--- src/hw/rtl/asl_pkg.sv ---
// ----------------------------------------------------------------------------
// asl_pkg
// Shared types, constants and helper functions for the averaging sample
// logger: input kinds, command bytes, FIFO sizing, controller state and the
// command/status bundles between controller and datapath.
// ----------------------------------------------------------------------------
`default_nettype none

package asl_pkg;

  localparam int FIFO_DEPTH          = 64;
  localparam int SAMPLES_PER_AVERAGE = 16;

  localparam int PTR_W  = $clog2(FIFO_DEPTH);
  localparam int FILL_W = $clog2(FIFO_DEPTH + 1);
  localparam int SCNT_W = $clog2(SAMPLES_PER_AVERAGE + 1);
  localparam int SUM_W  = 10 + $clog2(SAMPLES_PER_AVERAGE + 1);

  localparam int SAMPLE_W = 10;
  localparam int VALUE_W  = 7;
  localparam int PROD_W   = 17;

  localparam logic [1:0] KIND_SAMPLE = 2'd0;
  localparam logic [1:0] KIND_TICK   = 2'd1;
  localparam logic [1:0] KIND_CMD    = 2'd2;

  localparam logic [7:0] CMD_START = 8'd82;  // 'R'
  localparam logic [7:0] CMD_DUMP  = 8'd76;  // 'L'

  localparam logic [7:0]         PERIOD_RESET = 8'd25;
  localparam logic [6:0]         SCALE_MAX    = 7'd70;
  localparam logic [PROD_W-1:0]  SCALE_ROUND  = PROD_W'(511);
  localparam logic [10:0]        SCALE_DIV    = 11'd1023;

  typedef enum logic [2:0] {
    S_IDLE,
    S_MUL,
    S_DIV,
    S_LIVE,
    S_RD,
    S_EMIT
  } asl_state_t;

  typedef struct packed {
    logic accept;    // take the input beat
    logic mul;       // scale the closed average
    logic div;       // reduce the scaled product by 1023
    logic ld_live;   // load the live value into the output register
    logic rd;        // read the FIFO head
    logic ld_drain;  // load the drained value into the output register
  } asl_cmd_t;

  typedef struct packed {
    logic avg_done;   // sample beat closes an average
    logic log_tick;   // tick beat logs a value
    logic dump_data;  // dump command with entries stored
    logic fifo_data;  // entries still stored
    logic out_free;   // output register can take a beat
  } asl_stat_t;

  // Tens digit of a value below 80, by reciprocal multiply.
  function automatic logic [2:0] tens_of(input logic [VALUE_W-1:0] v);
    logic [14:0] p;
    p = {8'd0, v} * 15'd205;
    return p[13:11];
  endfunction

  function automatic logic [3:0] ones_of(input logic [VALUE_W-1:0] v);
    logic [2:0] t;
    logic [6:0] tt;
    t  = tens_of(v);
    tt = {4'd0, t} * 7'd10;
    return 4'(v - tt);
  endfunction

endpackage

`default_nettype wire

--- src/hw/rtl/asl_ctrl.sv ---
// ----------------------------------------------------------------------------
// asl_ctrl
// Controller state machine: takes input beats, sequences the average
// scaling, the live output and the FIFO drain.
// ----------------------------------------------------------------------------
`default_nettype none

module asl_ctrl (
  input  wire logic              clk,
  input  wire logic              rst,
  input  wire logic              in_valid,
  output logic                   in_stall,
  input  wire asl_pkg::asl_stat_t st,
  output asl_pkg::asl_cmd_t      cmd
);

  asl_pkg::asl_state_t state;
  asl_pkg::asl_state_t state_next;

  always_ff @(posedge clk) begin
    if (rst) begin
      state <= asl_pkg::S_IDLE;
    end else begin
      state <= state_next;
    end
  end

  always_comb begin
    state_next = state;
    unique case (state)
      asl_pkg::S_IDLE: begin
        if (in_valid) begin
          priority if (st.avg_done)  state_next = asl_pkg::S_MUL;
          else if (st.log_tick)      state_next = asl_pkg::S_LIVE;
          else if (st.dump_data)     state_next = asl_pkg::S_RD;
          else                       state_next = asl_pkg::S_IDLE;
        end
      end
      asl_pkg::S_MUL:  state_next = asl_pkg::S_DIV;
      asl_pkg::S_DIV:  state_next = asl_pkg::S_IDLE;
      asl_pkg::S_LIVE: begin
        if (st.out_free) state_next = asl_pkg::S_IDLE;
      end
      asl_pkg::S_RD:   state_next = asl_pkg::S_EMIT;
      asl_pkg::S_EMIT: begin
        // fifo_data already reflects the entry taken in S_RD
        if (st.out_free) state_next = st.fifo_data ? asl_pkg::S_RD : asl_pkg::S_IDLE;
      end
      default:         state_next = asl_pkg::S_IDLE;
    endcase
  end

  always_comb begin
    cmd      = '0;
    in_stall = 1'b1;
    unique case (state)
      asl_pkg::S_IDLE: begin
        in_stall   = 1'b0;
        cmd.accept = in_valid;
      end
      asl_pkg::S_MUL:  cmd.mul      = 1'b1;
      asl_pkg::S_DIV:  cmd.div      = 1'b1;
      asl_pkg::S_LIVE: cmd.ld_live  = st.out_free;
      asl_pkg::S_RD:   cmd.rd       = 1'b1;
      asl_pkg::S_EMIT: cmd.ld_drain = st.out_free;
      default: ;
    endcase
  end

endmodule

`default_nettype wire

--- src/hw/rtl/asl_dp.sv ---
// ----------------------------------------------------------------------------
// asl_dp
// Datapath: sample accumulator and scaler, tick counter, period register,
// ring FIFO memory with pointers and fill count, and the output register.
// ----------------------------------------------------------------------------
`default_nettype none

module asl_dp (
  input  wire logic                 clk,
  input  wire logic                 rst,
  input  wire logic [1:0]           kind,
  input  wire logic [9:0]           sample,
  input  wire logic [7:0]           byte_value,
  input  wire logic                 cfg_valid,
  output logic                      cfg_ready,
  input  wire logic [7:0]           ticks_per_log,
  input  wire logic                 out_stall,
  output logic                      out_valid,
  output logic                      origin,
  output logic [2:0]                tens_digit,
  output logic [3:0]                ones_digit,
  output logic                      last,
  output logic                      dropped,
  input  wire asl_pkg::asl_cmd_t    cmd,
  output asl_pkg::asl_stat_t        st
);

  logic [7:0]                    period;
  logic                          running;
  logic [7:0]                    tick_count;
  logic [asl_pkg::SUM_W-1:0]     sample_sum;
  logic [asl_pkg::SCNT_W-1:0]    sample_count;
  logic [asl_pkg::SAMPLE_W-1:0]  avg;
  logic [asl_pkg::PROD_W-1:0]    prod;
  logic [asl_pkg::VALUE_W-1:0]   average_value;
  logic [asl_pkg::VALUE_W-1:0]   mem [asl_pkg::FIFO_DEPTH];
  logic [asl_pkg::VALUE_W-1:0]   rd_data;
  logic [asl_pkg::PTR_W-1:0]     read_pointer;
  logic [asl_pkg::PTR_W-1:0]     write_pointer;
  logic [asl_pkg::FILL_W-1:0]    fill_count;
  logic                          drain_last;
  logic                          drop_flag;

  logic [asl_pkg::SUM_W-1:0]     sum_next;
  logic [asl_pkg::SCNT_W-1:0]    count_next;
  logic [7:0]                    tick_inc;
  logic                          fifo_full;
  logic                          is_sample;
  logic                          is_tick;
  logic                          is_start;
  logic                          is_dump;
  logic                          push;
  logic [6:0]                    q0;
  logic [10:0]                   rem;
  logic [asl_pkg::VALUE_W-1:0]   out_value;

  assign cfg_ready = 1'b1;

  assign sum_next   = sample_sum + asl_pkg::SUM_W'(sample);
  assign count_next = sample_count + asl_pkg::SCNT_W'(1);
  assign tick_inc   = tick_count + 8'd1;
  assign fifo_full  = (fill_count == asl_pkg::FILL_W'(asl_pkg::FIFO_DEPTH));

  assign is_sample = (kind == asl_pkg::KIND_SAMPLE);
  assign is_tick   = (kind == asl_pkg::KIND_TICK);
  assign is_start  = (kind == asl_pkg::KIND_CMD) && (byte_value == asl_pkg::CMD_START);
  assign is_dump   = (kind == asl_pkg::KIND_CMD) && (byte_value == asl_pkg::CMD_DUMP);

  assign st.avg_done  = is_sample &&
                        (count_next == asl_pkg::SCNT_W'(asl_pkg::SAMPLES_PER_AVERAGE));
  assign st.log_tick  = is_tick && running && (tick_inc >= period);
  assign st.dump_data = is_dump && (fill_count != '0);
  assign st.fifo_data = (fill_count != '0);
  assign st.out_free  = !out_valid || !out_stall;

  assign push = cmd.accept && st.log_tick && !fifo_full;

  // prod = q0*1024 + lo = q0*1023 + (q0 + lo), and q0 + lo < 2*1023
  assign q0  = prod[16:10];
  assign rem = {4'd0, q0} + {1'b0, prod[9:0]};

  always_ff @(posedge clk) begin
    if (rst) begin
      period <= asl_pkg::PERIOD_RESET;
    end else if (cfg_valid && cfg_ready) begin
      period <= ticks_per_log;
    end
  end

  // Control state
  always_ff @(posedge clk) begin
    if (rst) begin
      running       <= 1'b0;
      tick_count    <= '0;
      sample_sum    <= '0;
      sample_count  <= '0;
      average_value <= '0;
      read_pointer  <= '0;
      write_pointer <= '0;
      fill_count    <= '0;
    end else begin
      if (cmd.accept) begin
        if (is_sample) begin
          if (st.avg_done) begin
            sample_sum   <= '0;
            sample_count <= '0;
          end else begin
            sample_sum   <= sum_next;
            sample_count <= count_next;
          end
        end
        if (is_tick && running) begin
          tick_count <= st.log_tick ? 8'd0 : tick_inc;
        end
        if (is_start) running <= 1'b1;
        if (is_dump)  running <= 1'b0;
        if (push) begin
          write_pointer <= (write_pointer == asl_pkg::PTR_W'(asl_pkg::FIFO_DEPTH - 1))
                           ? '0 : write_pointer + asl_pkg::PTR_W'(1);
          fill_count    <= fill_count + asl_pkg::FILL_W'(1);
        end
      end
      if (cmd.div) begin
        average_value <= (rem >= asl_pkg::SCALE_DIV) ? q0 + 7'd1 : q0;
      end
      if (cmd.rd) begin
        read_pointer <= (read_pointer == asl_pkg::PTR_W'(asl_pkg::FIFO_DEPTH - 1))
                        ? '0 : read_pointer + asl_pkg::PTR_W'(1);
        fill_count   <= fill_count - asl_pkg::FILL_W'(1);
      end
    end
  end

  // Payload registers
  always_ff @(posedge clk) begin
    if (cmd.accept && st.avg_done) begin
      avg <= asl_pkg::SAMPLE_W'(sum_next / asl_pkg::SAMPLES_PER_AVERAGE);
    end
    if (cmd.mul) begin
      prod <= asl_pkg::PROD_W'(avg) * asl_pkg::PROD_W'(asl_pkg::SCALE_MAX)
              + asl_pkg::SCALE_ROUND;
    end
    if (cmd.accept && st.log_tick) begin
      drop_flag <= fifo_full;
    end
    if (cmd.rd) begin
      drain_last <= (fill_count == asl_pkg::FILL_W'(1));
    end
  end

  always_ff @(posedge clk) begin
    if (push) begin
      mem[write_pointer] <= average_value;
    end
    if (cmd.rd) begin
      rd_data <= mem[read_pointer];
    end
  end

  assign out_value = cmd.ld_drain ? rd_data : average_value;

  // Output register: hold while stalled, drop the beat once taken
  always_ff @(posedge clk) begin
    if (rst) begin
      out_valid <= 1'b0;
    end else if (cmd.ld_live || cmd.ld_drain) begin
      out_valid <= 1'b1;
    end else if (!out_stall) begin
      out_valid <= 1'b0;
    end
  end

  always_ff @(posedge clk) begin
    if (cmd.ld_live || cmd.ld_drain) begin
      origin     <= cmd.ld_drain;
      tens_digit <= asl_pkg::tens_of(out_value);
      ones_digit <= asl_pkg::ones_of(out_value);
      last       <= cmd.ld_drain ? drain_last : 1'b1;
      dropped    <= cmd.ld_drain ? 1'b0 : drop_flag;
    end
  end

endmodule

`default_nettype wire

--- src/hw/rtl/averaging_sample_logger_fifo.sv ---
// ----------------------------------------------------------------------------
// averaging_sample_logger_fifo
// Converter averaging logger with a ring FIFO of logged values.
// ----------------------------------------------------------------------------
// A sample beat is taken in S_IDLE; when it closes an average, S_MUL
// multiplies it by 70 and S_DIV reduces the product by 1023. A tick beat
// that logs a value goes on to S_LIVE, which loads the live result. A dump
// command walks the FIFO through S_RD and S_EMIT for each stored entry,
// as the FIFO memory has a registered read port; a full FIFO holds 64
// entries. The output register lets a result wait while the next beat is
// taken. The FIFO memory needs no clearing after reset, so the block takes
// beats right away.
`default_nettype none

module averaging_sample_logger_fifo (
  input  wire logic       clk,
  input  wire logic       rst,
  input  wire logic       in_valid,
  output logic            in_stall,
  input  wire logic [1:0] kind,
  input  wire logic [9:0] sample,
  input  wire logic [7:0] byte_value,
  output logic            out_valid,
  input  wire logic       out_stall,
  output logic            origin,
  output logic [2:0]      tens_digit,
  output logic [3:0]      ones_digit,
  output logic            last,
  output logic            dropped,
  input  wire logic       cfg_valid,
  output logic            cfg_ready,
  input  wire logic [7:0] ticks_per_log
);

  asl_pkg::asl_cmd_t  cmd;
  asl_pkg::asl_stat_t st;

  asl_ctrl u_ctrl (
    .clk      (clk),
    .rst      (rst),
    .in_valid (in_valid),
    .in_stall (in_stall),
    .st       (st),
    .cmd      (cmd)
  );

  asl_dp u_dp (
    .clk           (clk),
    .rst           (rst),
    .kind          (kind),
    .sample        (sample),
    .byte_value    (byte_value),
    .cfg_valid     (cfg_valid),
    .cfg_ready     (cfg_ready),
    .ticks_per_log (ticks_per_log),
    .out_stall     (out_stall),
    .out_valid     (out_valid),
    .origin        (origin),
    .tens_digit    (tens_digit),
    .ones_digit    (ones_digit),
    .last          (last),
    .dropped       (dropped),
    .cmd           (cmd),
    .st            (st)
  );

endmodule

`default_nettype wire

--- config.mk ---
export PLATFORM = sky130hd
export DESIGN_NAME = averaging_sample_logger_fifo
export DESIGN_NICKNAME = d
export VERILOG_FILES = /design/src/hw/rtl/asl_pkg.sv /design/src/hw/rtl/asl_ctrl.sv /design/src/hw/rtl/asl_dp.sv /design/src/hw/rtl/averaging_sample_logger_fifo.sv
export SDC_FILE = /design/constraint.sdc
export NUM_CORES = 1
export LEC_CHECK = 0
export ABC_AREA = 1
export BUFFER_PORTS_ARGS = -buffer_cell sky130_fd_sc_hd__buf_2
export CORE_ASPECT_RATIO = 0.8
export CORE_MARGIN = 3
export CORE_UTILIZATION = 30
export CTS_CLUSTER_SIZE = 20
export DETAILED_ROUTE_END_ITERATION = 7
export GPL_TIMING_DRIVEN = 0
export HOLD_SLACK_MARGIN = 0.03
export SYNTH_ARGS = -nofsm -noshare
export SYNTH_HDL_FRONTEND = slang
export SYNTH_SLANG_ARGS = --single-unit
--- constraint.sdc ---
create_clock -name clk -period 7.2 [get_ports clk]
set_clock_uncertainty 0.05 [all_clocks]
set_input_delay 1.08 -clock clk [delete_from_list [all_inputs] [get_ports clk]]
set_output_delay 1.08 -clock clk [all_outputs]
set_load 0.02 [all_outputs]
==> flow_summary.json, run 1 <==
{
  "clk_pin_slew_ns": 0.06,
  "synth.top_cell.area_share": 0.579,
  "pin_count": 46,
  "fin_cells": 3620,
  "nets": 2600,
  "synth_edf_count": 493,
  "async_reset_ff_frac": 0,
  "num_antenna_cells": 0,
  "grt-ovfl-total": 0,
  "drcViolationCount": 0,
  "post_cts_buffers": 0,
  "ys_warn_count": 0,
  "hold_path_class": "reg -> reg",
  "cts-buffers-inserted": 60,
  "dpl.hpwl_microns": 52200,
  "arrival_ns": 6.20,
  "rrSetupSlack_ns": 1.58,
  "syn_inst": 2340,
  "core_area_sq_um": 84300,
  "initial_core_util": 0.304,
  "antenna_found_initial": 3,
  "cpPeakStageDelay_ns": 0.46,
  "synthTopCellsByArea": "edfxtp_1, o21ai_0, nor2_1",
  "wire_per_inst_microns": 21.0,
  "clockBufferDepth": 3,
  "hold_buffers": 0,
  "clock_latency_ns": 0.64,
  "num-fill-cells": 8288,
  "fin_crit_ns": 5.87,
  "synth_ff_type": "edfxtp_1",
  "yosysSeqAreaShare": 0.630,
  "critPathRequiredTime_ns": 7.53,
  "syn_area_sq_um": 25600,
  "path_class": "in -> reg",
  "slew_viol_final": 0,
  "rsz0062_at_grt": "false",
  "maxCapViolCount": 0,
  "cts_resized": 0,
  "final_cell_mix": "edfxtp_1, nor2_1, nand2_1",
  "fp-row-count": 95,
  "placedCellCount": 3507,
  "first_iter_violations": 2083,
  "place_congestion": 0.946,
  "die-height_microns": 267,
  "power_density_nw_per_um2": 229,
  "fin_crit_sh": 0.815,
  "max_freq_ghz": 0.170,
  "layout_commonest_cell": "edfxtp_1",
  "num_vias": 18600,
  "ant_nets": 0,
  "first_pass_iters": 6,
  "grt_max_degree": 51,
  "synth_area_leader_cell": "edfxtp_1",
  "utilization": 0.349,
  "power_mw": 6.74,
  "synth.distinct_cells": 48,
  "fin_ws_ns": 1.33,
  "finalHoldViolations": 0,
  "routed_wl_microns": 76100,
  "grt_usage": 0.168,
  "status": "finished clean",
  "setup_tns_ns": 0,
  "synth_seq_cells": 559,
  "setup_viol": 0,
  "avgSynthCellArea_sq_um": 10.9,
  "endpoint_kind": "register",
  "start_kind": "input port",
  "relSlewSlack": 0.252,
  "vias_per_cell": 5.14,
  "area_growth_pct": 14.9,
  "clkSinkCount": 559,
  "grt_pass1_vias": 17400,
  "cts_tree": "built",
  "drive_gt1_frac": 0.0802,
  "ir_worst_vdd_v": 0.000165,
  "post-place-ws_ns": 0.696,
  "h-tree-depth": 2,
  "critical-path-top-delay-family": "adder cells",
  "die_w_microns": 332,
  "io_buffers": 43,
  "syn-num-nets": 2486,
  "crit_buf_inv": 5,
  "clock-root-buffer": "clkbuf_16",
  "cp_max_fo": 9,
  "worst_pin_slew_ns": 1.12,
  "grt_pass1_wl_microns": 112000,
  "die-area_sq_um": 88800,
  "critPathSlowestCell": "fa_1",
  "leakagePower_nw": 11.8
}
path summary, 6_finish.rpt:
kind / from / to / cells after the start
worst min-delay path: u_dp.period[0] / u_dp.period[0] / 2
worst max-delay path: out_stall / u_dp.ones_digit[3] / 25
worst max register to register: u_dp.out_valid / u_dp.ones_digit[3] / 24
worst min register to register: u_dp.period[0] / u_dp.period[0] / 2
power breakdown:
part	leakage, nW	switching, mW	internal (mW)
Sequential	5.90	0.00279	3.48
Combinational	4.91	0.0433	0.0239
Clock	0.979	1.30	1.89
registers in the layout, summed over array words and instances (netlist names), 3 cells and up:
signal and count:
u_dp.average_value 7, u_dp.tens_digit 3, u_dp.fill_count 7, u_dp.sample_count 5, u_dp.ones_digit 4, u_ctrl.state 3, u_dp.avg 10, u_dp.sample_sum 14
u_dp.period 8, u_dp.tick_count 8, u_dp.rd_data 7, u_dp.prod 16, u_dp.mem 448, u_dp.read_pointer 6, u_dp.write_pointer 6
metal layers:
layer,global-route usage,vias up,wire (microns)
met5,0,-,69
li1,-,8544,-
met1,0.239,8922,32900
met4,0.0693,4,3190
met3,0.0420,175,8440
met2,0.243,970,31600
through the flow:
stage,cell area (sq um),hold slack (ns)
6_report,29400,0.411
5_1_grt,29400,0.445
4_1_cts,29400,0.415
3_5_place_dp,27400,0.402
3_3_place_gp,27200,0.405
2_1_floorplan,25600,0.383
cells in the mapped netlist (24+ instances only):
| master | n |
|---|---|
| nor2_1 | 357 |
| dfxtp_1 | 66 |
| ha_1 | 96 |
| a21oi_1 | 81 |
| o221ai_1 | 38 |
| nand3_1 | 101 |
| clkbuf_1 | 85 |
| inv_1 | 176 |
| xor2_1 | 32 |
| nand2_1 | 276 |
| o21ai_0 | 273 |
| o22ai_1 | 74 |
| nand4_1 | 24 |
| edfxtp_1 | 493 |
cells by family after synthesis:
kind of cell	count (synthesis)	share of synthesized area
fa+ha+maj	113	0.0603
other cells	1	0.000147
flops	559	0.630
xor+xnor	50	0.0171
compound gates	510	0.113
simple gates	817	0.135
buf+inv	290	0.0439
worst register-to-register path: cells and delay by family (launching register included):
family	cells	cell delay (ns)
XOR/XNOR	1	0.23
buffers and inverters	4	0.41
AO/OA/AOI/OAI	2	0.41
flip-flops	1	0.31
adder cells (fa/ha/maj)	7	2.17
AND/OR/NAND/NOR	10	1.80
area by class of cell:
| cell class | instances | area, sq um | area share |
|---|---|---|---|
| buffer | 105 | 428 | 0.0146 |
| inverter | 185 | 694 | 0.0236 |
| timing repair buffer | 52 | 374 | 0.0127 |
| multi-input combinational | 1491 | 8340 | 0.284 |
| sequential | 559 | 16100 | 0.549 |
| clock inverter | 40 | 479 | 0.0163 |
| clock buffer | 73 | 1550 | 0.0527 |
| tap | 1115 | 1400 | 0.0475 |
(Power assumes the default switching activity.)
==> run 2, diff against run 1 <==
==> constraint.sdc (replaced) <==
create_clock -name clk -period 5.1 [get_ports clk]
set_clock_uncertainty 0.05 [all_clocks]
set_input_delay 0.765 -clock clk [delete_from_list [all_inputs] [get_ports clk]]
set_output_delay 0.765 -clock clk [all_outputs]
set_load 0.02 [all_outputs]
==> run 2 against run 1 <==
  * Via count is 0.37% lower
  * Global-route usage fell by 0.24 points
  * Count of clock-buffer cells in the layout decreased by 3
  * Critical path type is now reg -> reg
  * Non-clock buffer count increased by 9
==> flow_summary.json, run 2 (synthesized netlist as in run 1, its figures left out) <==
{
  "layout_commonest_cell": "edfxtp_1",
  "num_antenna_cells": 0,
  "clock-root-buffer": "clkbuf_16",
  "register_area_sq_um": 16100,
  "initial_core_util": 0.304,
  "largest_reg_flops": 448,
  "cpPeakStageDelay_ns": 0.49,
  "cts_tree": "built",
  "drcViolationCount": 0,
  "slew_viol_final": 0,
  "status": "finished clean",
  "leakagePower_nw": 11.8,
  "antenna_found_initial": 2,
  "cp_max_fo": 7,
  "vias_per_cell": 5.12,
  "worst_pin_slew_ns": 1.16,
  "grt_usage": 0.165,
  "hold_path_class": "in -> reg",
  "core_area_sq_um": 84300,
  "fin_crit_ns": 4.87,
  "arrival_ns": 5.18,
  "highest_layer": "met5",
  "path_depth": 28,
  "wl_met3_microns": 7900,
  "grt-ovfl-total": 0,
  "power_density_nw_per_um2": 312,
  "critPathRequiredTime_ns": 5.41,
  "finalHoldWorstSlack_ns": 0.303,
  "utilization": 0.349,
  "clockBufferDepth": 3,
  "crit_top_cell": "inv_1",
  "crit_end": "u_dp.ones_digit[3]",
  "pin_count": 46,
  "relSlewSlack": 0.229,
  "met1_length_microns": 32700,
  "regMostFlops": "u_dp.mem",
  "num-fill-cells": 8265,
  "endpoint_kind": "register",
  "finalHoldViolations": 0,
  "die-area_sq_um": 88800,
  "wire_per_inst_microns": 20.8,
  "routed_wl_microns": 75400,
  "critical-path-top-delay-family": "adder cells",
  "crit_buf_inv": 9,
  "wl_met2_microns": 32200,
  "num_vias": 18500,
  "nets": 2606,
  "io_buffers": 43,
  "path_class": "reg -> reg",
  "worst_r2r_path_depth": 28,
  "place_congestion": 0.929,
  "clk_pin_slew_ns": 0.06,
  "maxCapViolCount": 0,
  "die_w_microns": 332,
  "grt_pass1_wl_microns": 111000,
  "fin_crit_sh": 0.955,
  "dpl.hpwl_microns": 51600,
  "start_kind": "register",
  "grt_pass1_vias": 17400,
  "top_regs": "u_dp.mem (448), u_dp.prod (16), u_dp.sample_sum (14)",
  "drive_gt1_frac": 0.0933,
  "max_freq_ghz": 0.205,
  "multi_input_comb_area_sq_um": 8480,
  "rrSetupSlack_ns": 0.23,
  "critPathLaunch": "u_ctrl.state[2]",
  "ir_worst_vdd_v": 0.000270,
  "critPathSlowestCell": "fa_1",
  "die-height_microns": 267,
  "rr_startpoint": "u_ctrl.state[2]",
  "cts-buffers-inserted": 57,
  "clkSinkCount": 559,
  "first_pass_iters": 5,
  "first_iter_violations": 2367,
  "setup_viol": 0,
  "fp-row-count": 95,
  "hold_buffers": 0,
  "power_mw": 9.17,
  "final_cell_mix": "edfxtp_1, nor2_1, nand2_1, o21ai_0, inv_1",
  "ant_nets": 0,
  "area_growth_pct": 15.1,
  "r2r-end": "u_dp.ones_digit[3]",
  "grt_max_degree": 67,
  "clock_latency_ns": 0.65,
  "h-tree-depth": 2
}
[run 2: cell count changes in the layout (fill, tap and decap cells not counted), moves of 4 or more]
| cell | change |
|---|---|
| ha_1 | -5 |
| buf_4 | +9 |
| nand2_2 | +5 |
| bufinv_16 | -5 |
| ha_4 | +4 |
| inv_2 | +4 |
| nand2_1 | -6 |
| inv_1 | -5 |
| dfxtp_4 | +4 |
[run 2: worst register-to-register path: cells and delay by family, from the launching register on]
kind                     cells  cell delay [ns]
AND/OR/NAND/NOR              9             1.10
buffers and inverters        9             0.56
XOR/XNOR                     1             0.18
AO/OA/AOI/OAI                2             0.22
flip-flops                   1             0.32
adder cells (fa/ha/maj)      7             2.19
[run 2: through the flow]
stage	cell area, sq um	setup slack, ns	instances	TNS [ns]
finish	29400	0.232	3624	0
floorplan	25600	0.00349	2340	0
detailed placement	27400	-0.719	3506	-1.19
global route	29400	-0.0131	3624	-0.0131
global placement	27200	-1.31	3498	-4.24
CTS	29300	0.0177	3615	0
[run 2: area by class of cell]
| cell class | count | area share |
|---|---|---|
| Inverter | 185 | 0.0237 |
| Clock inverter | 38 | 0.0127 |
| Multi-Input combinational cell | 1491 | 0.288 |
| Sequential cell | 559 | 0.548 |
| Clock buffer | 70 | 0.0508 |
| Buffer | 105 | 0.0147 |
| Timing Repair Buffer | 61 | 0.0146 |
| Tap cell | 1115 | 0.0474 |
[run 2: report_power, final]
group / switching (mW) / internal (mW)
registers: 0.00387 / 4.91
clock network: 1.81 / 2.36
logic: 0.0596 / 0.0336
[run 2: how the worst min path moves through the flow]
stage,startpoint,cells after the start,end
3_3_place_gp,u_dp.period[2],2,u_dp.period[2]
4_1_cts,ticks_per_log[0],3,u_dp.period[0]
6_report,ticks_per_log[0],3,u_dp.period[0]
3_5_place_dp,u_dp.period[0],2,u_dp.period[0]
5_1_grt,ticks_per_log[3],3,u_dp.period[3]
2_1_floorplan,u_dp.period[0],2,u_dp.period[0]
[run 2: routing by layer]
| layer | vias up | global-route usage |
|---|---|---|
| met4 | 2 | 0.0608 |
| met5 | - | 0 |
| met3 | 155 | 0.0381 |
| met2 | 896 | 0.246 |
| li1 | 8548 | - |
| met1 | 8946 | 0.235 |
[run 2: what timing repair did]
action	CTS	global route
setup endpoints to repair	2	1
cloned	0	0
setup buffers	1	9
pin swaps	1	11
resized for setup	6	30
